File: src/rtl/y2p_pkg.sv
package y2p_pkg;

  // Frame geometry limits.
  localparam int MaxPairs = 1024;
  localparam int MaxRows  = 2048;
  localparam int PairW    = $clog2(MaxPairs);
  localparam int RowW     = $clog2(MaxRows);

  // Fixed field widths of the channels and registers.
  localparam int PixW      = 8;
  localparam int WordW     = 4 * PixW;
  localparam int DestRowW  = 11;
  localparam int DestPairW = 10;
  localparam int PairsRegW = 11;
  localparam int RowsRegW  = 12;
  localparam int CfgW      = 12;
  localparam int CfgIdxW   = 3;

  // Queue between the front and back parts.
  localparam int QDepth = 4;
  localparam int QPtrW  = $clog2(QDepth);
  localparam int QLvlW  = $clog2(QDepth + 1);

  typedef enum logic [CfgIdxW-1:0] {
    RegPlanar = 3'd0,
    RegUyvy   = 3'd1,
    RegPairs  = 3'd2,
    RegRows   = 3'd3,
    RegFlip   = 3'd4
  } cfg_reg_e;

  typedef struct packed {
    logic [PixW-1:0]      luma_left;
    logic [PixW-1:0]      luma_right;
    logic [PixW-1:0]      chroma_u;
    logic [PixW-1:0]      chroma_v;
    logic                 uyvy;
    logic [DestRowW-1:0]  dest_row;
    logic [DestPairW-1:0] dest_pair;
    logic                 frame_end;
  } y2p_entry_t;

endpackage

File: src/rtl/y2p_if.sv


interface y2p_word_if
  import y2p_pkg::*;
();
  logic                 valid;
  logic                 ready;
  logic [WordW-1:0]     packed_word;
  logic [DestRowW-1:0]  dest_row;
  logic [DestPairW-1:0] dest_pair;
  logic                 frame_end;

  modport source (output valid, packed_word, dest_row, dest_pair, frame_end, input ready);
  modport sink   (input valid, packed_word, dest_row, dest_pair, frame_end, output ready);
endinterface

File: src/rtl/y2p_back.sv
module y2p_back
  import y2p_pkg::*;
(
  input  logic       clk_i,
  input  logic       rst_ni,
  input  logic       head_valid_i,
  input  y2p_entry_t head_i,
  output logic       pop_o,
  y2p_word_if.source word_o
);

  logic                 out_valid_q;
  logic [WordW-1:0]     word_q;
  logic [DestRowW-1:0]  row_q;
  logic [DestPairW-1:0] pair_q;
  logic                 end_q;
  logic [WordW-1:0]     word_d;

  // First byte sits in the low bits of the word.
  assign word_d = head_i.uyvy
                ? {head_i.luma_right, head_i.chroma_v, head_i.luma_left, head_i.chroma_u}
                : {head_i.chroma_v, head_i.luma_right, head_i.chroma_u, head_i.luma_left};

  assign pop_o = head_valid_i && (!out_valid_q || word_o.ready);

  always_ff @(posedge clk_i or negedge rst_ni) begin
    if (!rst_ni) begin
      out_valid_q <= 1'b0;
    end else if (pop_o) begin
      out_valid_q <= 1'b1;
    end else if (word_o.ready) begin
      out_valid_q <= 1'b0;
    end
  end

  always_ff @(posedge clk_i) begin
    if (pop_o) begin
      word_q <= word_d;
      row_q  <= head_i.dest_row;
      pair_q <= head_i.dest_pair;
      end_q  <= head_i.frame_end;
    end
  end

  assign word_o.valid       = out_valid_q;
  assign word_o.packed_word = word_q;
  assign word_o.dest_row    = row_q;
  assign word_o.dest_pair   = pair_q;
  assign word_o.frame_end   = end_q;

endmodule

File: src/flat_wrapper.sv
// flat-port wrapper written by rule: the top's interface ports become plain ports
module y2p_back_flat import y2p_pkg::*;
  (clk_i, rst_ni, head_valid_i, head_i, pop_o, word_o_valid, word_o_packed_word, word_o_dest_row, word_o_dest_pair, word_o_frame_end, word_o_ready);
  y2p_word_if word_o_i ();
  input  logic clk_i;
  input  logic rst_ni;
  input  logic head_valid_i;
  input  y2p_entry_t head_i;
  output logic pop_o;
  output wire logic [$bits(word_o_i.valid)-1:0] word_o_valid;
  output wire logic [$bits(word_o_i.packed_word)-1:0] word_o_packed_word;
  output wire logic [$bits(word_o_i.dest_row)-1:0] word_o_dest_row;
  output wire logic [$bits(word_o_i.dest_pair)-1:0] word_o_dest_pair;
  output wire logic [$bits(word_o_i.frame_end)-1:0] word_o_frame_end;
  input wire logic [$bits(word_o_i.ready)-1:0] word_o_ready;
  assign word_o_valid = word_o_i.valid;
  assign word_o_packed_word = word_o_i.packed_word;
  assign word_o_dest_row = word_o_i.dest_row;
  assign word_o_dest_pair = word_o_i.dest_pair;
  assign word_o_frame_end = word_o_i.frame_end;
  assign word_o_i.ready = word_o_ready;
  y2p_back u_core (.clk_i(clk_i), .rst_ni(rst_ni), .head_valid_i(head_valid_i), .head_i(head_i), .pop_o(pop_o), .word_o(word_o_i));
endmodule
File: config.mk
export PLATFORM = sky130hd
export DESIGN_NAME = y2p_back_flat
export DESIGN_NICKNAME = d
export VERILOG_FILES = /design/src/rtl/y2p_pkg.sv /design/src/rtl/y2p_if.sv /design/src/rtl/y2p_back.sv /design/src/flat_wrapper.sv
export SDC_FILE = /design/constraint.sdc
export NUM_CORES = 1
export LEC_CHECK = 0
export BUFFER_PORTS_ARGS = -buffer_cell sky130_fd_sc_hd__buf_2
export CORE_MARGIN = 4
export CORE_UTILIZATION = 45
export DETAILED_ROUTE_END_ITERATION = 12
export HOLD_SLACK_MARGIN = 0.1
export MAX_ROUTING_LAYER = met4
export PLACE_DENSITY_LB_ADDON = 0.3
export SLEW_MARGIN = 15
export SYNTH_ARGS = -nofsm -noshare
export SYNTH_HDL_FRONTEND = slang
export SYNTH_SLANG_ARGS = --single-unit
File: constraint.sdc
create_clock -name clk_i -period 2.8 [get_ports clk_i]
set_input_delay 0.42 -clock clk_i [delete_from_list [all_inputs] [get_ports clk_i]]
set_output_delay 0.42 -clock clk_i [all_outputs]
set_load 0.1 [all_outputs]
Word-level counts from Yosys, hierarchy flattened:

Cells that the tools add are included.
Widths: inputs -> output; s select.

* flip-flop bits (word level): 55
* bits of input ports: 59
* output and inout bits: 56

* multiplexer cells: 3
* reduce and logical (&&, ||, !) cells: 4

Operator list (number)
* $mux 32: 1
* $mux 1: 2
* $reduce_bool 2->1: 1
* $logic_and 1x1->1: 1
* $logic_not 1->1: 1
* $logic_or 1x1->1: 1

Logic depth before layout (Yosys ltp):

Gate-level depths: netlist (run 1).

* word-level depth: 4
* depth in mapped cells: 3
* mapped depth without buffers: 2

Least setup slack after synthesis (run 1):

OpenSTA, ideal clock, no wires.

* path kind: register -> register
* start: reg u_core.out_valid_q, in the netlist u_core.word_o.valid
* end: reg u_core.pair_q[0], in the netlist u_core.word_o.dest_pair[0] (enable)
* setup time: 0.451 ns
* arrival time: 2.923 ns
* data required time: 2.349 ns
* path slack: -0.575 ns
* cell stages (with the launch flop): 3
* buffers on the path: 0
* cells stage by stage: dfrtp_1 > nand2b_1 > and2_1

* longest elaborated chain between the ends: 3

Ends and longest elaborated chain
* from (decl): line y2p_back.sv:12 `logic out_valid_q;`
* from (signal assigned): line y2p_back.sv:28 `out_valid_q <= 1'b0;`
* from (signal assigned): line y2p_back.sv:30 `out_valid_q <= 1'b1;`
* from (signal assigned): line y2p_back.sv:32 `out_valid_q <= 1'b0;`
* $logic_not 1->1: line y2p_back.sv:24 `assign pop_o = head_valid_i && (!out_valid_q || word_o.ready);`
* $logic_or 1x1->1: line y2p_back.sv:24
* $logic_and 1x1->1: line y2p_back.sv:24
* via pop_o: line flat_wrapper.sv:9 `output logic pop_o;`
* to (signal assigned): line y2p_back.sv:40 `pair_q <= head_i.dest_pair;`
* to (decl): line y2p_back.sv:15 `logic [DestPairW-1:0] pair_q;`

The timed path passes the listed nets, and every way through them passes these cells.
A chain may end at the register's enable or synchronous reset.

Worst setup path in the final report (run 1):

* start: reg u_core.out_valid_q, in the netlist u_core.word_o.valid
* end: reg u_core.row_q[6], in the netlist u_core.word_o.dest_row[6] (enable)

* longest elaborated chain between the ends: 3

Ends and longest elaborated chain
* $logic_not 1->1: line y2p_back.sv:24
* $logic_or 1x1->1: line y2p_back.sv:24
* $logic_and 1x1->1: line y2p_back.sv:24
* to (signal assigned): line y2p_back.sv:39 `row_q <= head_i.dest_row;`
* to (decl): line y2p_back.sv:14 `logic [DestRowW-1:0] row_q;`

Every way passes these cells.

==> flow_metrics.env, run 1 <==
export IMPL_arrival_ps=1500
export IMPL_finalMaxSlewViolations=0
export IMPL_start_util_pct=46.5
export IMPL_die_x_um=78.1
export IMPL_layout_nets=274
export IMPL_post_place_cells=274
export IMPL_hold_violations=0
export IMPL_numCtsBuffers=5
export IMPL_clkTransAtPathRegs_ps=90
export IMPL_crit_path_end_kind="flip-flop"
export IMPL_finalCritPeriodShare_pct=56.0
export IMPL_overflow=0
export IMPL_status="complete, no violations"
export IMPL_vias=1272
export IMPL_critPathKind="flip-flop to flip-flop"
export IMPL_p_sw_share_pct=33.2
export IMPL_via_per_inst=4.49
export IMPL_drt_iter0_drc=131
export IMPL_synth_top_cell_area_share_pct=73.4
export IMPL_synth_area_leaders="edfxtp_1 (73%), mux2_4 (20%), buf_12 (2.7%)"
export IMPL_fin_worst_skew_ps=7.09
export IMPL_worst_slew_pin_slew_ps=655
export IMPL_io_pins=115
export IMPL_timing_fmax_mhz=638
export IMPL_yosysWarnings=0
export IMPL_max_cap_viol_count=0
export IMPL_syn_cell_area_um2=2210
export IMPL_power_density_nw_per_um2=686
export IMPL_grtUsageTotal_pct=14.1
export IMPL_area_growth_pct=33.6
export IMPL_synth_xor_xnor_area_share_pct=0
export IMPL_required_ps=2740
export IMPL_synth_simple_gate_area_share_pct=0.849
export IMPL_seq_power_share_pct=48.2
export IMPL_fin_hold_ws_ps=287
export IMPL_combPwrFrac_pct=26.9
export IMPL_max_stage_delay_ps=550
export IMPL_port_buffers=114
export IMPL_rows=25
export IMPL_fin_cells=283
export IMPL_core_um2=4750
export IMPL_rsz0062_at_grt="false"
export IMPL_crit_fanout=54
export IMPL_syn_nets=153
export IMPL_antenna_found_initial=0
export IMPL_grt_pass1_wl_um=6290
export IMPL_cts_tree="done"
export IMPL_power_leakage_nw=1.31
export IMPL_avgRoutedWirePerCell_um=14.2
export IMPL_synth_top_area_cell="edfxtp_1"
export IMPL_clock_sinks=55
export IMPL_dieArea_um2=6100
export IMPL_critPathSlowestCell="buf_4"
export IMPL_peakVddDrop_mv=0.262
export IMPL_ys_ff_latch=55
export IMPL_synthCells=94
export IMPL_antennaDiodeCount=0
export IMPL_dpl_cell_area_um2=2830
export IMPL_die_height_um=78.1
export IMPL_synth_compound_area_share_pct=0
export IMPL_muxShareOfSynthArea_pct=21.4
export IMPL_setup_viol=0
export IMPL_syn_avg_cell_area_um2=23.5
export IMPL_antenna_left=0
export IMPL_postLayoutCellArea_um2=2950
export IMPL_power_frac_clock_pct=24.9
export IMPL_mostFrequentLayoutCells="buf_2 (113), edfxtp_1 (54), mux2_4 (30)"
export IMPL_slew_headroom_pct=56.3
export IMPL_synth_cell_type_count=8
export IMPL_net_switching_power_mw=0.673
export IMPL_critPathLaunchType="flip-flop"
export IMPL_grt_pass1_vias=1327
export IMPL_root_buffer="clkbuf_8"
export IMPL_drc=0
export IMPL_cts_buffer_depth=2
export IMPL_synth_fa_ha_area_share_pct=0
export IMPL_drtPass1Iterations=2
export IMPL_grt_max_degree=55
export IMPL_wl_um=4010
export IMPL_period_minus_slack_ps=1570
export IMPL_place_congestion=0.647
export IMPL_ctsResizeCount=0
export IMPL_layout_drive_gt1_share_pct=72.7
export IMPL_finalSetupTns_ps=0
export IMPL_htree_levels=2
export IMPL_crit_chain="nand2b_1, and2_2, buf_4"
export IMPL_clk_latency_ps=300
export IMPL_power_mw=2.03
export IMPL_synth_top_family_by_area="multiplexers"
export IMPL_internal_power_mw=1.35
export IMPL_layout_commonest_cell="buf_2"
export IMPL_hold_path_class="input pin to flip-flop"
export IMPL_hpwlAfterDp_um=2980
export IMPL_seq_area_frac_synth_pct=74.5
## worst max-delay path, delay by kind of cell (launching register included)
| kind | cells | cell delay, ps |
|---|---|---|
| DFF | 1 | 380 |
| and+or+nand+nor | 2 | 260 |
| buffers and inverters | 1 | 550 |
## layer usage
metal / vias to the layer above / global-route usage [%] / part of all wire [%]
met5: - / - / 0
met4: 0 / 3.67 / 1.0
met3: 5 / 6.42 / 13
met2: 80 / 23.5 / 47
met1: 579 / 15.2 / 39
li1: 608 / - / -
## kinds of logic (layout without fill, tap and decap cells)
logic type,after synthesis,in the layout
and+or+nand+nor,3,3
muxes,32,32
DFF,55,55
buffers and inverters,4,126
## stage by stage
| stage | worst slack [ps] | util (%) |
|---|---|---|
| 6_report | 1230 | 62.1 |
| 3_5_place_dp | 1070 | 59.6 |
| 4_1_cts | 1220 | 62.1 |
| 5_1_grt | 1090 | 62.1 |
| 2_1_floorplan | 331 | - |
| 3_3_place_gp | 1100 | 59.6 |
## cell type report
| class | count | area, um2 |
|---|---|---|
| timing repair buffer | 118 | 618 |
| clock inverter | 2 | 37.5 |
| multi-input combinational | 35 | 493 |
| sequential | 55 | 1650 |
| fill | 382 | 1800 |
| tap | 67 | 83.8 |
| clock buffer | 6 | 72.6 |
## power by group through the flow
stage | Clock (mW) | Combinational [mW] | Sequential (mW)
after global routing | 0.553 | 0.564 | 0.983
final | 0.505 | 0.544 | 0.977
after CTS | 0.519 | 0.547 | 0.977
after global placement | 0 | 0.541 | 0.996
after floorplan | 0 | 0.103 | 1.34
after detailed placement | 0 | 0.545 | 0.996
## worst paths after layout
path	cells after the start	startpoint	to	slack, ps
worst max-delay path	3	u_core.word_o.valid$_DFFE_PN0P_	u_core.word_o.dest_row[6]$_DFFE_PP_	1230
worst min-delay path	1	head_i[12]	u_core.word_o.dest_row[1]$_DFFE_PP_	290
worst max register to register	3	u_core.word_o.valid$_DFFE_PN0P_	u_core.word_o.dest_row[6]$_DFFE_PP_	1230
worst min register to register	2	u_core.word_o.valid$_DFFE_PN0P_	u_core.word_o.valid$_DFFE_PN0P_	510
max in group asynchronous	2	rst_ni	u_core.word_o.valid$_DFFE_PN0P_	2290
min in group asynchronous	2	rst_ni	u_core.word_o.valid$_DFFE_PN0P_	430
## registers in the layout, summed over array words and instances, names as in the netlist
name	count
u_core.word_o.dest_pair	10
u_core.word_o.frame_end	1
u_core.word_o.valid	1
u_core.word_o.dest_row	11
u_core.word_o.packed_word	32
## repair_timing
| action | in CTS | in global routing |
|---|---|---|
| hold buffers | 1 | 0 |
| buffers inserted | 0 | 0 |
| setup endpoints to repair | 0 | 0 |
| hold endpoints to repair | 1 | 0 |
## Yosys cell counts (all sizes together)
cell,count
edfxtp,54
mux2,32
buf,4
nand2b,2
and2,1
dfrtp,1
No activity file was read; power rests on OpenSTA's default activity.
==> run 2, diff against run 1 <==
- clock period: 2.8 -> 1.6 ns (I/O delays scaled with it)
==> run 2 against run 1 <==
Cell area up 7.7%. Wire length up 16%. Worst hold slack worse by 170 ps. Clock-buffer cell count unchanged. Sequential share of layout area down 3.9 points. Register-to-register slack worse by 1100 ps.
==> flow_metrics.env, run 2 (synthesis results as in run 1) <==
export IMPL_die_height_um=78.1
export IMPL_rr_worst_depth=4
export IMPL_port_buffers=114
export IMPL_overflow=0
export IMPL_wl_um=4630
export IMPL_arrival_ps=1270
export IMPL_critPathTopFamily="flip-flops"
export IMPL_area_growth_pct=43.9
export IMPL_layout_nets=295
export IMPL_max_stage_delay_ps=480
export IMPL_critPathKind="flip-flop to output pin"
export IMPL_ctsResizeCount=0
export IMPL_rsz0062_at_grt="false"
export IMPL_cts_buffer_depth=2
export IMPL_path_depth=3
export IMPL_layout_commonest_cell="buf_2"
export IMPL_numCtsBuffers=5
export IMPL_status="complete, no violations"
export IMPL_setup_viol=0
export IMPL_grtUsageTotal_pct=14.0
export IMPL_startpoint="u_core.word_o.valid$_DFFE_PN0P_"
export IMPL_root_buffer="clkbuf_8"
export IMPL_drtPass1Iterations=4
export IMPL_antennaDiodeCount=0
export IMPL_crit_path_end_kind="output pin"
export IMPL_antenna_found_initial=0
export IMPL_grt_pass1_wl_um=6240
export IMPL_peakVddDrop_mv=0.479
export IMPL_max_cap_viol_count=0
export IMPL_vias=1353
export IMPL_crit_chain="nand2b_1, and2_4, buf_12"
export IMPL_finalCritPeriodShare_pct=94.2
export IMPL_critPathCapture="pop_o"
export IMPL_regToRegEndpoint="u_core.word_o.packed_word[12]$_DFFE_PP_"
export IMPL_rrSetupSlack_ps=130
export IMPL_htree_levels=2
export IMPL_critPathSlowestCell="dfrtp_4"
export IMPL_grt_max_degree=33
export IMPL_via_per_inst=4.45
export IMPL_io_pins=115
export IMPL_core_um2=4750
export IMPL_worst_path_buf_inv=1
export IMPL_crit_fanout=3
export IMPL_clkTransAtPathRegs_ps=90
export IMPL_worst_slew_pin_slew_ps=504
export IMPL_start_util_pct=46.5
export IMPL_dieArea_um2=6100
export IMPL_finalMaxSlewViolations=0
export IMPL_power_leakage_nw=1.41
export IMPL_avgRoutedWirePerCell_um=15.2
export IMPL_critPathLaunchType="flip-flop"
export IMPL_r2r_start="u_core.word_o.valid$_DFFE_PN0P_"
export IMPL_grt_pass1_vias=1346
export IMPL_period_minus_slack_ps=1510
export IMPL_power_density_nw_per_um2=1130
export IMPL_clk_latency_ps=300
export IMPL_cts_tree="done"
export IMPL_hold_violations=0
export IMPL_die_x_um=78.1
export IMPL_required_ps=1360
export IMPL_drc=0
export IMPL_mostFrequentLayoutCells="buf_2 (113), edfxtp_1 (54), mux2_4 (30)"
export IMPL_antenna_left=0
export IMPL_layout_drive_gt1_share_pct=68.8
export IMPL_largest_reg_flops=32
export IMPL_finalSetupTns_ps=0
export IMPL_post_route_util_pct=66.9
export IMPL_hold_path_class="input pin to flip-flop"
export IMPL_place_congestion=0.644
export IMPL_clock_sinks=55
export IMPL_drt_iter0_drc=54
export IMPL_slew_headroom_pct=66.6
export IMPL_timing_fmax_mhz=663
export IMPL_fin_worst_skew_ps=4.55
export IMPL_rows=25
[run 2: metrics by stage]
stage | worst slack, ps | power [mW] | cells | instance area (um2) | hold WS [ps]
after floorplan | -204 | 2.53 | 94 | 2220 | -55.6
after global placement | 233 | 2.71 | 276 | 2880 | 16.8
after detailed placement | 227 | 2.72 | 276 | 2880 | 20.1
after CTS | 91.0 | 3.61 | 290 | 3040 | 100
after global routing | 41.5 | 3.74 | 304 | 3180 | 91.8
final | 92.6 | 3.61 | 304 | 3180 | 114
[run 2: area by class of cell]
| type | count | area (um2) |
|---|---|---|
| clock buffer | 6 | 72.6 |
| clock inverter | 2 | 37.5 |
| fill | 354 | 1580 |
| sequential | 55 | 1650 |
| multi-input combinational | 35 | 494 |
| tap | 67 | 83.8 |
| timing repair buffer | 139 | 841 |
[run 2: power by group]
group	switching [mW]	internal [mW]	total, mW	leakage [nW]
logic	0.759	0.255	1.01	0.837
clock network	0.416	0.467	0.883	0.0514
registers	0.0206	1.69	1.71	0.524
[run 2: layer usage]
layer | wire (um) | part of all wire (%) | vias to the layer above | GRT usage (%)
li1 | - | - | 648 | -
met1 | 1870 | 40 | 612 | 16.0
met2 | 2250 | 49 | 88 | 22.9
met3 | 468 | 10 | 5 | 5.39
met4 | 36 | 0.78 | 0 | 4.20
met5 | 0 | 0 | - | -
[run 2: worst min-delay path by stage]
stage	from	to	slack, ps	cells past startpoint
floorplan	rst_ni	u_core.word_o.valid$_DFFE_PN0P_	-60	0
global placement	rst_ni	u_core.word_o.valid$_DFFE_PN0P_	20	1
detailed placement	rst_ni	u_core.word_o.valid$_DFFE_PN0P_	20	1
CTS	head_i[14]	u_core.word_o.dest_row[3]$_DFFE_PP_	100	1
global route	head_i[15]	u_core.word_o.dest_row[4]$_DFFE_PP_	90	1
finish	head_i[15]	u_core.word_o.dest_row[4]$_DFFE_PP_	110	1
[run 2: worst reg2reg max path, stage by stage (launching register included)]
cell and delay (ps):
dfrtp_4 480, nand2b_1 110, and2_4 200, buf_4 200
buf_12 190
[run 2: timing repair]
item / CTS / global route
setup endpoints to repair: 1 / 0
setup buffers: 3 / 0
hold endpoints to repair: 3 / 14
hold buffers: 3 / 14
