`src/rtl/y2p_pkg.sv`:
```
package y2p_pkg;

  // Frame geometry limits.
  localparam int MaxPairs = 1024;
  localparam int MaxRows  = 2048;
  localparam int PairW    = $clog2(MaxPairs);
  localparam int RowW     = $clog2(MaxRows);

  // Fixed field widths of the channels and registers.
  localparam int PixW      = 8;
  localparam int WordW     = 4 * PixW;
  localparam int DestRowW  = 11;
  localparam int DestPairW = 10;
  localparam int PairsRegW = 11;
  localparam int RowsRegW  = 12;
  localparam int CfgW      = 12;
  localparam int CfgIdxW   = 3;

  // Queue between the front and back parts.
  localparam int QDepth = 4;
  localparam int QPtrW  = $clog2(QDepth);
  localparam int QLvlW  = $clog2(QDepth + 1);

  typedef enum logic [CfgIdxW-1:0] {
    RegPlanar = 3'd0,
    RegUyvy   = 3'd1,
    RegPairs  = 3'd2,
    RegRows   = 3'd3,
    RegFlip   = 3'd4
  } cfg_reg_e;

  typedef struct packed {
    logic [PixW-1:0]      luma_left;
    logic [PixW-1:0]      luma_right;
    logic [PixW-1:0]      chroma_u;
    logic [PixW-1:0]      chroma_v;
    logic                 uyvy;
    logic [DestRowW-1:0]  dest_row;
    logic [DestPairW-1:0] dest_pair;
    logic                 frame_end;
  } y2p_entry_t;

endpackage

```
`src/rtl/y2p_queue.sv`:
```
module y2p_queue
  import y2p_pkg::*;
(
  input  logic             clk_i,
  input  logic             rst_ni,
  input  logic             push_i,
  input  y2p_entry_t       push_entry_i,
  input  logic             pop_i,
  output logic             head_valid_o,
  output y2p_entry_t       head_o,
  output logic [QLvlW-1:0] level_o
);

  y2p_entry_t       slots_q [QDepth];
  logic [QPtrW-1:0] wr_ptr_q;
  logic [QPtrW-1:0] rd_ptr_q;
  logic [QLvlW-1:0] level_q;
  logic             do_pop;

  assign head_valid_o = level_q != '0;
  assign head_o       = slots_q[rd_ptr_q];
  assign level_o      = level_q;
  assign do_pop       = pop_i && head_valid_o;

  always_ff @(posedge clk_i or negedge rst_ni) begin
    if (!rst_ni) begin
      wr_ptr_q <= '0;
      rd_ptr_q <= '0;
      level_q  <= '0;
    end else begin
      if (push_i) begin
        wr_ptr_q <= wr_ptr_q + QPtrW'(1);
      end
      if (do_pop) begin
        rd_ptr_q <= rd_ptr_q + QPtrW'(1);
      end
      if (push_i && !do_pop) begin
        level_q <= level_q + QLvlW'(1);
      end else if (!push_i && do_pop) begin
        level_q <= level_q - QLvlW'(1);
      end
    end
  end

  always_ff @(posedge clk_i) begin
    if (push_i) begin
      slots_q[wr_ptr_q] <= push_entry_i;
    end
  end

endmodule

```
`config.mk`:
```
export PLATFORM = sky130hd
export DESIGN_NAME = y2p_queue
export DESIGN_NICKNAME = d
export VERILOG_FILES = /design/src/rtl/y2p_pkg.sv /design/src/rtl/y2p_queue.sv
export SDC_FILE = /design/constraint.sdc
export NUM_CORES = 1
export LEC_CHECK = 0
export BUFFER_PORTS_ARGS = -buffer_cell sky130_fd_sc_hd__buf_2
export CORE_ASPECT_RATIO = 0.5
export CORE_MARGIN = 5
export CORE_UTILIZATION = 50
export CTS_CLUSTER_DIAMETER = 30
export DETAILED_ROUTE_END_ITERATION = 7
export GPL_TIMING_DRIVEN = 1
export PLACE_DENSITY = 0.75
export SETUP_SLACK_MARGIN = 0.2
export SLEW_MARGIN = 40
export SYNTH_ARGS = -nofsm -noshare
export SYNTH_HDL_FRONTEND = slang
export SYNTH_SLANG_ARGS = --single-unit
export TNS_END_PERCENT = 5
```
`constraint.sdc`:
```
create_clock -name clk_i -period 2.75 [get_ports clk_i]
set_input_delay 0.1375 -clock clk_i [delete_from_list [all_inputs] [get_ports clk_i]]
set_output_delay 0.1375 -clock clk_i [all_outputs]
set_load 0.01 [all_outputs]
```
-- Word level (Yosys, flattened, before mapping)
Memories as Yosys holds them, arrays and structs flattened.
Cells that the tools add are included.
- add/subtract/negate cells: 4
- multiplexer cells: 4
- reductions and logical operators: 7
- operator list (kind ; count):
    $mux 3 ; 2
    $add 2x1->2 const B ; 2
    $add 3x1->3 const B ; 1
    $logic_and 1x1->1 ; 3
    $reduce_bool 3->1 ; 1
    $sub 3x1->3 const B ; 1
    $logic_not 1->1 ; 2
    $mux 1 ; 2
    $reduce_bool 2->1 ; 1
- register bits: 7
- bits in writable memories: 220
- input port bits: 59
- output and inout bits: 59
- logic and storage cells: 19
- memories: 1
- memories (memory ; words ; width ; read ports ; clocked after memory_dff ; wr ports ; RTL line ; text):
    slots_q ; 4 ; 55 ; 1 ; 0 ; 1 ; y2p_queue.sv:14 ; y2p_entry_t slots_q [QDepth];

-- Depth between registers and ports, before layout
Gate-level depths: netlist of run 1.
- depth in word-level cells: 5
- mapped depth: 8
- depth with buffers taken out: 8

-- Worst setup path before layout of run 1
Ideal clock, no wire load.
- path kind: register to register
- start point: reg wr_ptr_q[0]
- end point: mem slots_q[0][0] in the netlist's numbering, enable pin
- setup time: 0.418 ns
- arrival time: 1.925 ns
- required time: 2.332 ns
- setup slack: 0.407 ns
- cell stages (with the launch flop): 4
- buffers on the path: 0
- clock period less this slack: 2.343 ns
- cells stage by stage: dfrtp_1 -> inv_1 -> ha_1 -> and2_1
- RTL lines (element ; RTL line ; text):
    start: declaration ; y2p_queue.sv:15 ; logic [QPtrW-1:0] wr_ptr_q;
    start signal: assignment ; y2p_queue.sv:32 ; wr_ptr_q <= wr_ptr_q + QPtrW'(1);
    end: declaration ; y2p_queue.sv:14 ;
No word-level cell before the write port.

==> flow_metrics.env, run 1 <==
export IMPL_status="completed"
export IMPL_cp_required_ns=2.61
export IMPL_yosysUniqueCellTypes=19
export IMPL_area_growth_pct=30.71
export IMPL_switching_share_pct=28.01
export IMPL_final_nets=592
export IMPL_hold_ws_ns=0.3712
export IMPL_slew_headroom_pct=61.72
export IMPL_path_clk_slew_ns=0.06
export IMPL_fillCellCount=1071
export IMPL_initial_utilization_pct=50.88
export IMPL_fin_tns_setup_ns=0
export IMPL_cp_top_family="flip-flops"
export IMPL_routed_wl_microns=15590
export IMPL_globalRoute_totalOverflow=0
export IMPL_path_class="reg -> out"
export IMPL_core_sq_um=16350
export IMPL_dieArea_sq_um=19470
export IMPL_clkPwrFrac_pct=31.7
export IMPL_die_w_microns=192.4
export IMPL_crit_fanout=12
export IMPL_dpl_hpwl_microns=9093
export IMPL_powerDensity_nw_per_um2=1068
export IMPL_rows=33
export IMPL_syn_nets=385
export IMPL_skew_ns=0.01104
export IMPL_synth_top_area_share_pct=79.41
export IMPL_drtPass1Iterations=4
export IMPL_ys_seq_area_share_pct=81.52
export IMPL_worst_pin_slew_ns=0.5742
export IMPL_grt_start_max_net_pins=45
export IMPL_start_kind="flip-flop"
export IMPL_slew_violations=0
export IMPL_hold_path_class="in -> reg"
export IMPL_p_leak_nw=3.829
export IMPL_gp_congestion=0.7030
export IMPL_avgSynthCellArea_sq_um=26.00
export IMPL_clock_sinks=227
export IMPL_yosysTopAreaCell="edfxtp_1"
export IMPL_htreeDepth=1
export IMPL_finalSetupViolations=0
export IMPL_ys_ff_latch=227
export IMPL_worstPathCellList="buf_4 > mux4_2 > buf_2"
export IMPL_critPathBufInv=2
export IMPL_slowest_stage="dfrtp_4"
export IMPL_period_share_pct=83.44
export IMPL_ant_nets=0
export IMPL_stdcell_area_sq_um=10870
export IMPL_cts_tree="yes"
export IMPL_drc=0
export IMPL_antenna_found_initial=0
export IMPL_via_count=3982
export IMPL_viasPerCell=5.131
export IMPL_switching_power_w=0.003255
export IMPL_grt_setup_unrepaired="no"
export IMPL_antenna_cells=0
export IMPL_io_buffer_count=117
export IMPL_peakVddDrop_mv=0.6942
export IMPL_gr_usage_all_layers_pct=16.42
export IMPL_synthCells=320
export IMPL_cts_root_buf="clkbuf_16"
export IMPL_grt_pass1_vias=4411
export IMPL_cts_made_buffers=28
export IMPL_placed_area_sq_um=9288
export IMPL_slowest_delay_ns=0.61
export IMPL_postCtsResizedCells=0
export IMPL_cp_arrival_ns=2.16
export IMPL_ios=118
export IMPL_p_comb_share_pct=27.1
export IMPL_drv_cap=0
export IMPL_hold_viol_final=0
export IMPL_max_freq_ghz=0.4358
export IMPL_initialDrtViolationCount=218
export IMPL_clk_path_buf_depth=3
export IMPL_yosys_top_cells_area="edfxtp_1 79%, mux4_2 15%, dfrtp_1 2.1%"
export IMPL_drive_gt1_share_pct=43.53
export IMPL_clk_latency_ns=0.51
export IMPL_period_minus_slack_ns=2.295
export IMPL_yosys_warnings=0
export IMPL_syn_area_sq_um=8319
export IMPL_wl_per_cell_microns=20.08
export IMPL_dieHeight_microns=101.2
export IMPL_intPower_w=0.008364
export IMPL_sequentialPowerShare_pct=41.3
export IMPL_endpoint_kind="primary output"
export IMPL_grt_pass1_wl_microns=24410
==> cells in the mapped netlist <==
cell	count
edfxtp_1	220
mux4_2	55
dfrtp_1	7
buf_2	5
ha_1	5
and2_1	4
buf_6	4
inv_1	3
xnor2_1	3
xor2_1	3
buf_4	2
nand2_1	2
clkbuf_1	1
fa_1	1
mux2_2	1
nand3_1	1
nor2_1	1
o21ai_0	1
or3_1	1
==> registers in the layout, summed over array words and instances (netlist names) <==
register and cells:
wr_ptr_q 2, slots_q 220, level_o 3, rd_ptr_q 2
==> cells by family (layout without fill, tap and decap cells) <==
group,Yosys count,in the layout,synth area share (%)
xor+xnor,6,6,0.6318
mux,56,56,15.02
buf+inv,15,244,1.203
compound gates,1,1,0.06010
simple gates,9,9,0.5714
fa+ha+maj,6,6,0.9926
flops,227,227,81.52
==> cells in the final DEF, fill, tap and decap left out, drive strengths merged <==
cell type	instances
dlygate4sd3	59
clkbuf	34
inv	8
and2	4
clkinvlp	3
ha	5
nand3	1
bufinv	3
xnor2	3
or3	1
dfrtp	7
mux2	1
nor2	1
buf	129
xor2	3
edfxtp	220
o21ai	1
mux4	55
clkinv	8
fa	1
nand2	2
==> stage by stage <==
| stage | std cells | utilization [%] | setup slack (ns) | total power (W) |
|---|---|---|---|---|
| after floorplan | 320 | - | 0.4069 | 0.006788 |
| after global placement | 664 | 56.80 | 0.7053 | 0.007929 |
| after detailed placement | 664 | 56.80 | 0.6644 | 0.007972 |
| after CTS | 775 | 66.35 | 0.2444 | 0.01177 |
| after global routing | 776 | 66.51 | 0.3246 | 0.01222 |
| final | 776 | 66.51 | 0.4553 | 0.01162 |
==> worst paths after layout <==
path | start | end | slack [ns] | cells past startpoint
worst min-delay path | push_entry_i[32] | slots_q[0][32] | 0.37 | 2
worst max-delay path | rd_ptr_q[0] | head_o[36] | 0.46 | 3
min in group asynchronous | rst_ni | wr_ptr_q[0] | 0.62 | 3
worst max register to register | level_o[0] | level_o[2] | 0.65 | 8
worst min register to register | level_o[2] | level_o[2] | 0.48 | 1
max in group asynchronous | rst_ni | rd_ptr_q[0] | 1.83 | 3
==> layout make-up <==
type                            instances  area (sq um)  area share [%]
Timing Repair Buffer                  189          1379           12.68
Multi-Input combinational cell         78          1443           13.27
Clock inverter                         19         220.2           2.025
Tap cell                              227         284.0           2.612
Inverter                                3         11.26          0.1036
Clock buffer                           33         750.7           6.904
Sequential cell                       227          6787           62.41
==> power by group through the flow <==
stage                     clock (W)  sequential, W  combinational (W)
after floorplan                   0        0.00475            0.00204
after global placement            0        0.00487            0.00306
after detailed placement          0        0.00491            0.00306
after CTS                   0.00377        0.00485            0.00315
after global routing        0.00396        0.00486            0.00340
final                       0.00368        0.00479            0.00315
==> layer usage <==
layer | part of all wire, % | track usage [%]
met2 | 51 | 28.71
met3 | 4.0 | 3.065
met1 | 44 | 22.48
met5 | 0 | 0
met4 | 0.71 | 2.738
==> repair_timing <==
| action | CTS | global route |
|---|---|---|
| endpoints found under the hold margin | 231 | 0 |
| buffers inserted | 0 | 1 |
| endpoints found under the setup margin | 0 | 12 |
| hold buffers | 59 | 0 |
Note: power is estimated with default switching activity, not from simulation.
==> run 2, diff against run 1 <==
--- a/config.mk
+++ b/config.mk
@@ -5,6 +5,7 @@
 export SDC_FILE = /design/constraint.sdc
 export NUM_CORES = 1
 export LEC_CHECK = 0
+export ABC_AREA = 1
 export BUFFER_PORTS_ARGS = -buffer_cell sky130_fd_sc_hd__buf_2
 export CORE_ASPECT_RATIO = 0.5
 export CORE_MARGIN = 5
@@ -12,7 +13,7 @@
 export CTS_CLUSTER_DIAMETER = 30
 export DETAILED_ROUTE_END_ITERATION = 7
 export GPL_TIMING_DRIVEN = 1
-export PLACE_DENSITY = 0.75
+export PLACE_DENSITY = 0.74
 export SETUP_SLACK_MARGIN = 0.2
 export SLEW_MARGIN = 40
 export SYNTH_ARGS = -nofsm -noshare
==> constraint.sdc (replaced) <==
create_clock -name clk_i -period 2.3 [get_ports clk_i]
set_input_delay 0.115 -clock clk_i [delete_from_list [all_inputs] [get_ports clk_i]]
set_output_delay 0.115 -clock clk_i [all_outputs]
set_load 0.01 [all_outputs]
==> run 2 against run 1 <==
Worst setup slack worse by 0.10 ns. Design area is 8.0% higher. Largest cell class unchanged. Sequential cell count stayed put. First-iteration DRC count increased by 61%. Final cell count grew 49%.
==> flow_metrics.env, run 2 <==
export IMPL_worstSetupStartpoint="rd_ptr_q[0]"
export IMPL_synthCells=696
export IMPL_use_met3_pct=3.901
export IMPL_core_sq_um=18220
export IMPL_globalRoute_totalOverflow=0
export IMPL_clk_latency_ns=0.48
export IMPL_ant_nets=0
export IMPL_skew_ns=0.02103
export IMPL_largest_reg_flops=220
export IMPL_endpoint_kind="primary output"
export IMPL_clkPwrFrac_pct=31.6
export IMPL_instances_no_fill=1156
export IMPL_yosys_warnings=0
export IMPL_cts_tree="yes"
export IMPL_ys_dominant_reg_cell="edfxtp_1"
export IMPL_initial_utilization_pct=50.52
export IMPL_syn_area_sq_um=9203
export IMPL_status="completed"
export IMPL_cp_arrival_ns=1.83
export IMPL_gr_usage_all_layers_pct=17.56
export IMPL_start_kind="flip-flop"
export IMPL_hold_viol_final=0
export IMPL_drc=0
export IMPL_worst_pin_slew_ns=0.5203
export IMPL_drive_gt1_share_pct=21.07
export IMPL_synth_top_family_by_area="compound AO/OA/AOI/OAI gates"
export IMPL_fin_tns_setup_ns=0
export IMPL_yosys_area_share_simple_pct=7.818
export IMPL_initialDrtViolationCount=351
export IMPL_synthAdderAreaFrac_pct=0.8973
export IMPL_ios=118
export IMPL_timing_rr_start="level_o[0]"
export IMPL_synth_top_area_share_pct=71.79
export IMPL_yosysMostFrequentCell="edfxtp_1"
export IMPL_cts_made_buffers=35
export IMPL_grt_busiest_layer="met2"
export IMPL_grt_start_max_net_pins=56
export IMPL_synth_top_cells_by_count="220 x edfxtp_1, 185 x nand2_1, 122 x inv_1, 110 x o211ai_1, 21 x buf_6"
export IMPL_use_met2_pct=31.07
export IMPL_slew_headroom_pct=65.26
export IMPL_cts_root_buf="clkbuf_16"
export IMPL_slew_violations=0
export IMPL_area_growth_pct=27.56
export IMPL_max_freq_ghz=0.5134
export IMPL_final_nets=957
export IMPL_avgSynthCellArea_sq_um=13.22
export IMPL_grt_pass1_wl_microns=30360
export IMPL_final_cell_mix="220 x edfxtp_1, 185 x nand2_1, 117 x inv_1, 117 x buf_2, 110 x o211ai_1"
export IMPL_antenna_cells=0
export IMPL_switching_share_pct=33.09
export IMPL_synth_xor_area_share_pct=0.1903
export IMPL_synth_edf_count=220
export IMPL_ys_ff_latch=227
export IMPL_synth_compound_area_share_pct=9.028
export IMPL_path_clk_slew_ns=0.05
export IMPL_p_comb_share_pct=31.9
export IMPL_antenna_found_initial=0
export IMPL_wl_per_cell_microns=16.63
export IMPL_gp_congestion=0.7554
export IMPL_clock_sinks=227
export IMPL_drtPass1Iterations=5
export IMPL_sequentialPowerShare_pct=36.6
export IMPL_finalSetupViolations=0
export IMPL_switching_power_w=0.005108
export IMPL_yosysUniqueCellTypes=17
export IMPL_grt_setup_unrepaired="no"
export IMPL_grt_pass1_vias=5984
export IMPL_dp_cells=1034
export IMPL_grtUsageMet1_pct=22.27
export IMPL_yosysTopAreaCell="edfxtp_1"
export IMPL_ys_async_sr_fraction_pct=3.084
export IMPL_powerDensity_nw_per_um2=1315
export IMPL_io_buffer_count=117
export IMPL_yosys_top_cells_area="edfxtp_1 72%, o211ai_1 9.0%, nand2_1 7.5%"
export IMPL_hold_path_class="in -> async"
export IMPL_synthMuxAreaShare_pct=0
export IMPL_ys_seq_area_share_pct=73.69
export IMPL_die_w_microns=201.9
export IMPL_rows=35
export IMPL_routed_wl_microns=19220
export IMPL_htreeDepth=2
export IMPL_final_common_cell="edfxtp_1"
export IMPL_p_leak_nw=4.841
export IMPL_top_register="slots_q"
export IMPL_period_share_pct=84.69
export IMPL_viasPerCell=5.037
export IMPL_via_count=5823
export IMPL_cp_required_ns=2.18
export IMPL_clk_path_buf_depth=3
export IMPL_path_class="reg -> out"
export IMPL_intPower_w=0.01033
export IMPL_dpl_hpwl_microns=11320
export IMPL_peakVddDrop_mv=0.5769
export IMPL_crit_fanout=43
export IMPL_syn_nets=761
export IMPL_dieArea_sq_um=21380
export IMPL_drv_cap=0
export IMPL_dieHeight_microns=105.9
export IMPL_period_minus_slack_ns=1.948
==> run 2: stage by stage <==
stage                     hold slack [ns]  setup slack [ns]  utilization (%)  total power [W]  cell area (sq um)
after floorplan                   -0.1806            0.1496                -         0.008851               9206
after global placement           -0.03270            0.6065            54.89          0.01022              10000
after detailed placement         -0.02832            0.5105            54.89          0.01040              10000
after CTS                        0.002180            0.2242            64.23          0.01544              11700
after global routing              0.03025            0.2537            64.44          0.01627              11740
final                             0.01752            0.3522            64.44          0.01543              11740
==> run 2: power groups by stage <==
stage                     clock network (W)  registers, W  logic, W
after floorplan                           0       0.00570   0.00315
after global placement                    0       0.00568   0.00455
after detailed placement                  0       0.00572   0.00468
after CTS                           0.00493       0.00564   0.00487
after global routing                0.00513       0.00570   0.00544
final                               0.00487       0.00564   0.00492
==> run 2: layer usage <==
| metal | part of all wire, % | vias to the layer above |
|---|---|---|
| met4 | 1.8 | 0 |
| met5 | 0 | - |
| met3 | 5.3 | 33 |
| li1 | - | 2821 |
| met1 | 42 | 2809 |
| met2 | 51 | 160 |
==> run 2: cell families after synthesis <==
group / after synthesis
flops: 227
buf+inv: 160
simple gates: 190
compound gates: 111
fa+ha+maj: 6
xor+xnor: 2
==> run 2: critical path, cell delays in order (launching register included) <==
cell and delay [ns]:
dfrtp_2 0.43, bufinv_16 0.25, buf_12 0.21, nand2_1 0.08, o211ai_1 0.10, nand2_1 0.11
buf_2 0.15
==> run 2: final cells by class <==
type | count | area, sq um
clock inverters | 18 | 143.9
clock buffers | 43 | 948.4
well taps | 240 | 300.3
multi-input cells | 309 | 1650
fillers | 1302 | 6479
inverters | 123 | 491.7
flip-flops and latches | 227 | 6784
repair buffers | 194 | 1403
repair inverters | 2 | 17.52
==> run 2: path summary, 6_finish.rpt <==
| path | endpoint | slack [ns] | depth (start not counted) |
|---|---|---|---|
| min in group clk_i | slots_q[2][36] | 0.39 | 2 |
| setup reg to reg | level_o[2] | 0.43 | 10 |
| setup / recovery | head_o[14] | 0.35 | 6 |
| hold / removal | level_o[1] | 0.02 | 2 |
| max in group asynchronous | rd_ptr_q[1] | 2.09 | 2 |
| hold reg to reg | level_o[2] | 0.51 | 2 |
==> run 2: timing repair <==
action | in CTS | in global routing
setup buffers | 0 | 1
gates resized for setup | 5 | 3
endpoints found under the setup margin | 14 | 22
hold buffers | 58 | 0
endpoints found under the hold margin | 230 | 0
cloned | 0 | 2
==> run 3, diff against run 2 <==
==> constraint.sdc (replaced) <==
create_clock -name clk_i -period 1.8 [get_ports clk_i]
set_input_delay 0.09 -clock clk_i [delete_from_list [all_inputs] [get_ports clk_i]]
set_output_delay 0.09 -clock clk_i [all_outputs]
set_load 0.01 [all_outputs]
==> run 3 against run 2 <==
The flow now finishes with violations (setup timing). Sequential power rose by 28%. Global-route usage increased by 0.54 points. Register-to-register slack worse by 0.35 ns. Worst setup slack lost 0.48 ns. Combinational power rose by 52%. Die area did not move.
==> flow_metrics.env, run 3 (synthesized netlist as in run 2, its figures left out) <==
export IMPL_switching_power_w=0.006965
export IMPL_dieHeight_microns=105.9
export IMPL_status="finished with violations"
export IMPL_crit_fanout=8
export IMPL_core_sq_um=18220
export IMPL_rows=35
export IMPL_dieArea_sq_um=21380
export IMPL_gr_usage_all_layers_pct=18.10
export IMPL_drc=0
export IMPL_stdcell_area_sq_um=12170
export IMPL_rrSetupSlack_ns=0.08
export IMPL_placed_area_sq_um=10140
export IMPL_fin_ws_ns=-0.1310
export IMPL_switching_share_pct=33.75
export IMPL_skew_ns=0.007753
export IMPL_finalSetupViolations=53
export IMPL_clk_latency_ns=0.53
export IMPL_largest_reg_flops=220
export IMPL_path_clk_slew_ns=0.06
export IMPL_drtPass1Iterations=5
export IMPL_slowest_delay_ns=0.43
export IMPL_grt_start_max_net_pins=45
export IMPL_area_growth_pct=32.28
export IMPL_clkPwrFrac_pct=28.8
export IMPL_worst_pin_slew_ns=0.3944
export IMPL_intPower_w=0.01367
export IMPL_io_buffer_count=117
export IMPL_grt_pass1_vias=5983
export IMPL_wl_per_cell_microns=17.18
export IMPL_violations="setup timing"
export IMPL_globalRoute_totalOverflow=0
export IMPL_cp_required_ns=1.71
export IMPL_top_register="slots_q"
export IMPL_initialDrtViolationCount=255
export IMPL_hold_viol_final=0
export IMPL_slew_headroom_pct=73.62
export IMPL_p_comb_share_pct=36.2
export IMPL_cts_root_buf="clkbuf_16"
export IMPL_peakVddDrop_mv=0.9632
export IMPL_via_count=5813
export IMPL_die_w_microns=201.9
export IMPL_ios=118
export IMPL_max_freq_ghz=0.5179
export IMPL_viasPerCell=4.981
export IMPL_cp_arrival_ns=1.84
export IMPL_period_share_pct=107.3
export IMPL_dpl_hpwl_microns=10590
export IMPL_ant_nets=0
export IMPL_drv_cap=0
export IMPL_path_class="reg -> out"
export IMPL_grt_setup_unrepaired="yes"
export IMPL_period_minus_slack_ns=1.931
export IMPL_endpoint_kind="primary output"
export IMPL_clk_path_buf_depth=3
export IMPL_sequentialPowerShare_pct=35.0
export IMPL_clock_sinks=227
export IMPL_cts_made_buffers=30
export IMPL_htreeDepth=1
export IMPL_grt_pass1_wl_microns=30940
export IMPL_p_leak_nw=4.977
export IMPL_final_common_cell="edfxtp_1"
export IMPL_powerDensity_nw_per_um2=1695
export IMPL_gp_congestion=0.7485
export IMPL_hold_path_class="in -> reg"
export IMPL_slowest_stage="dfrtp_1"
export IMPL_drive_gt1_share_pct=24.81
export IMPL_cts_tree="yes"
export IMPL_slew_violations=0
export IMPL_initial_utilization_pct=50.52
export IMPL_routed_wl_microns=20050
export IMPL_finalPower_w=0.02064
export IMPL_start_kind="flip-flop"
export IMPL_final_cell_mix="220 x edfxtp_1, 174 x nand2_1, 115 x inv_1, 115 x buf_2, 110 x o211ai_1"
export IMPL_fin_tns_setup_ns=-3.826
export IMPL_worstPathCellList="inv_6 > buf_6 > buf_12 > buf_16 > o211ai_1 > nand2_1 > buf_2"
export IMPL_antenna_cells=0
export IMPL_antenna_found_initial=0
export IMPL_final_nets=968
[run 3: changes by cell type in the layout (fill, tap and decap cells not counted), moves of 3 or more]
cell | previous run | this run
clkbuf_16 | 37 | 33
clkinvlp_4 | 2 | 5
clkinv_1 | 8 | 4
buf_16 | 1 | 10
nand2_2 | 0 | 11
ha_1 | 5 | 1
buf_6 | 1 | 5
buf_12 | 5 | 12
nand2_1 | 185 | 174
inv_6 | 4 | 7
clkbuf_1 | 6 | 2
[run 3: metal layers]
layer	GRT usage (%)	vias to the layer above	wire, microns
met5	0	-	0
met4	5.361	0	328
met3	3.200	24	966
met2	32.29	124	9999
met1	22.94	2819	8750
li1	-	2846	-
[run 3: layout make-up]
cell class / instances / area [sq um]
sequential: 227 / 6784
tap: 240 / 300.3
clock inverter: 23 / 252.7
fill: 1229 / 6045
clock buffer: 33 / 783.3
inverter: 123 / 484.2
timing repair buffer: 212 / 1856
multi-input combinational: 309 / 1713
[run 3: path summary, 6_finish.rpt]
check,cells past startpoint,end,startpoint
worst max-delay path,7,head_o[35],rd_ptr_q[0]
worst min-delay path,2,slots_q[0][27],push_entry_i[27]
worst max register to register,11,level_o[2],level_o[1]
worst min register to register,1,wr_ptr_q[0],wr_ptr_q[0]
max in group asynchronous,3,wr_ptr_q[0],rst_ni
min in group asynchronous,3,level_o[2],rst_ni
[run 3: timing repair]
action / in CTS / in global routing
hold buffers: 59 / 0
gates cloned: 6 / 2
pin swaps: 21 / 10
setup endpoints to repair: 57 / 107
gates resized for setup: 21 / 9
endpoints found under the hold margin: 231 / 0
setup buffers: 6 / 3
[run 3: power by group through the flow]
| stage | combinational [W] | clock (W) | sequential, W |
|---|---|---|---|
| floorplan | 0.00407 | 0 | 0.00727 |
| global placement | 0.00602 | 0 | 0.00729 |
| detailed placement | 0.00616 | 0 | 0.00733 |
| CTS | 0.00726 | 0.00605 | 0.00723 |
| global route | 0.00814 | 0.00632 | 0.00730 |
| finish | 0.00746 | 0.00595 | 0.00723 |
[run 3: critical path: cells and delay by family (launching register included)]
family | cells | cell delay [ns]
AO/OA/AOI/OAI | 1 | 0.17
buffers and inverters | 5 | 0.61
flip-flops | 1 | 0.43
AND/OR/NAND/NOR | 1 | 0.11
[run 3: per-stage QoR]
stage          worst slack [ns]  hold WS (ns)  std cells  utilization [%]
5_1_grt                 -0.2057        0.3057       1167            66.82
3_5_place_dp            0.06578      -0.04516       1035            55.64
2_1_floorplan          -0.06256       -0.2056        696                -
4_1_cts                 -0.1266        0.2866       1162            66.22
6_report                -0.1310        0.3158       1167            66.82
3_3_place_gp             0.1964      -0.05115       1035            55.64
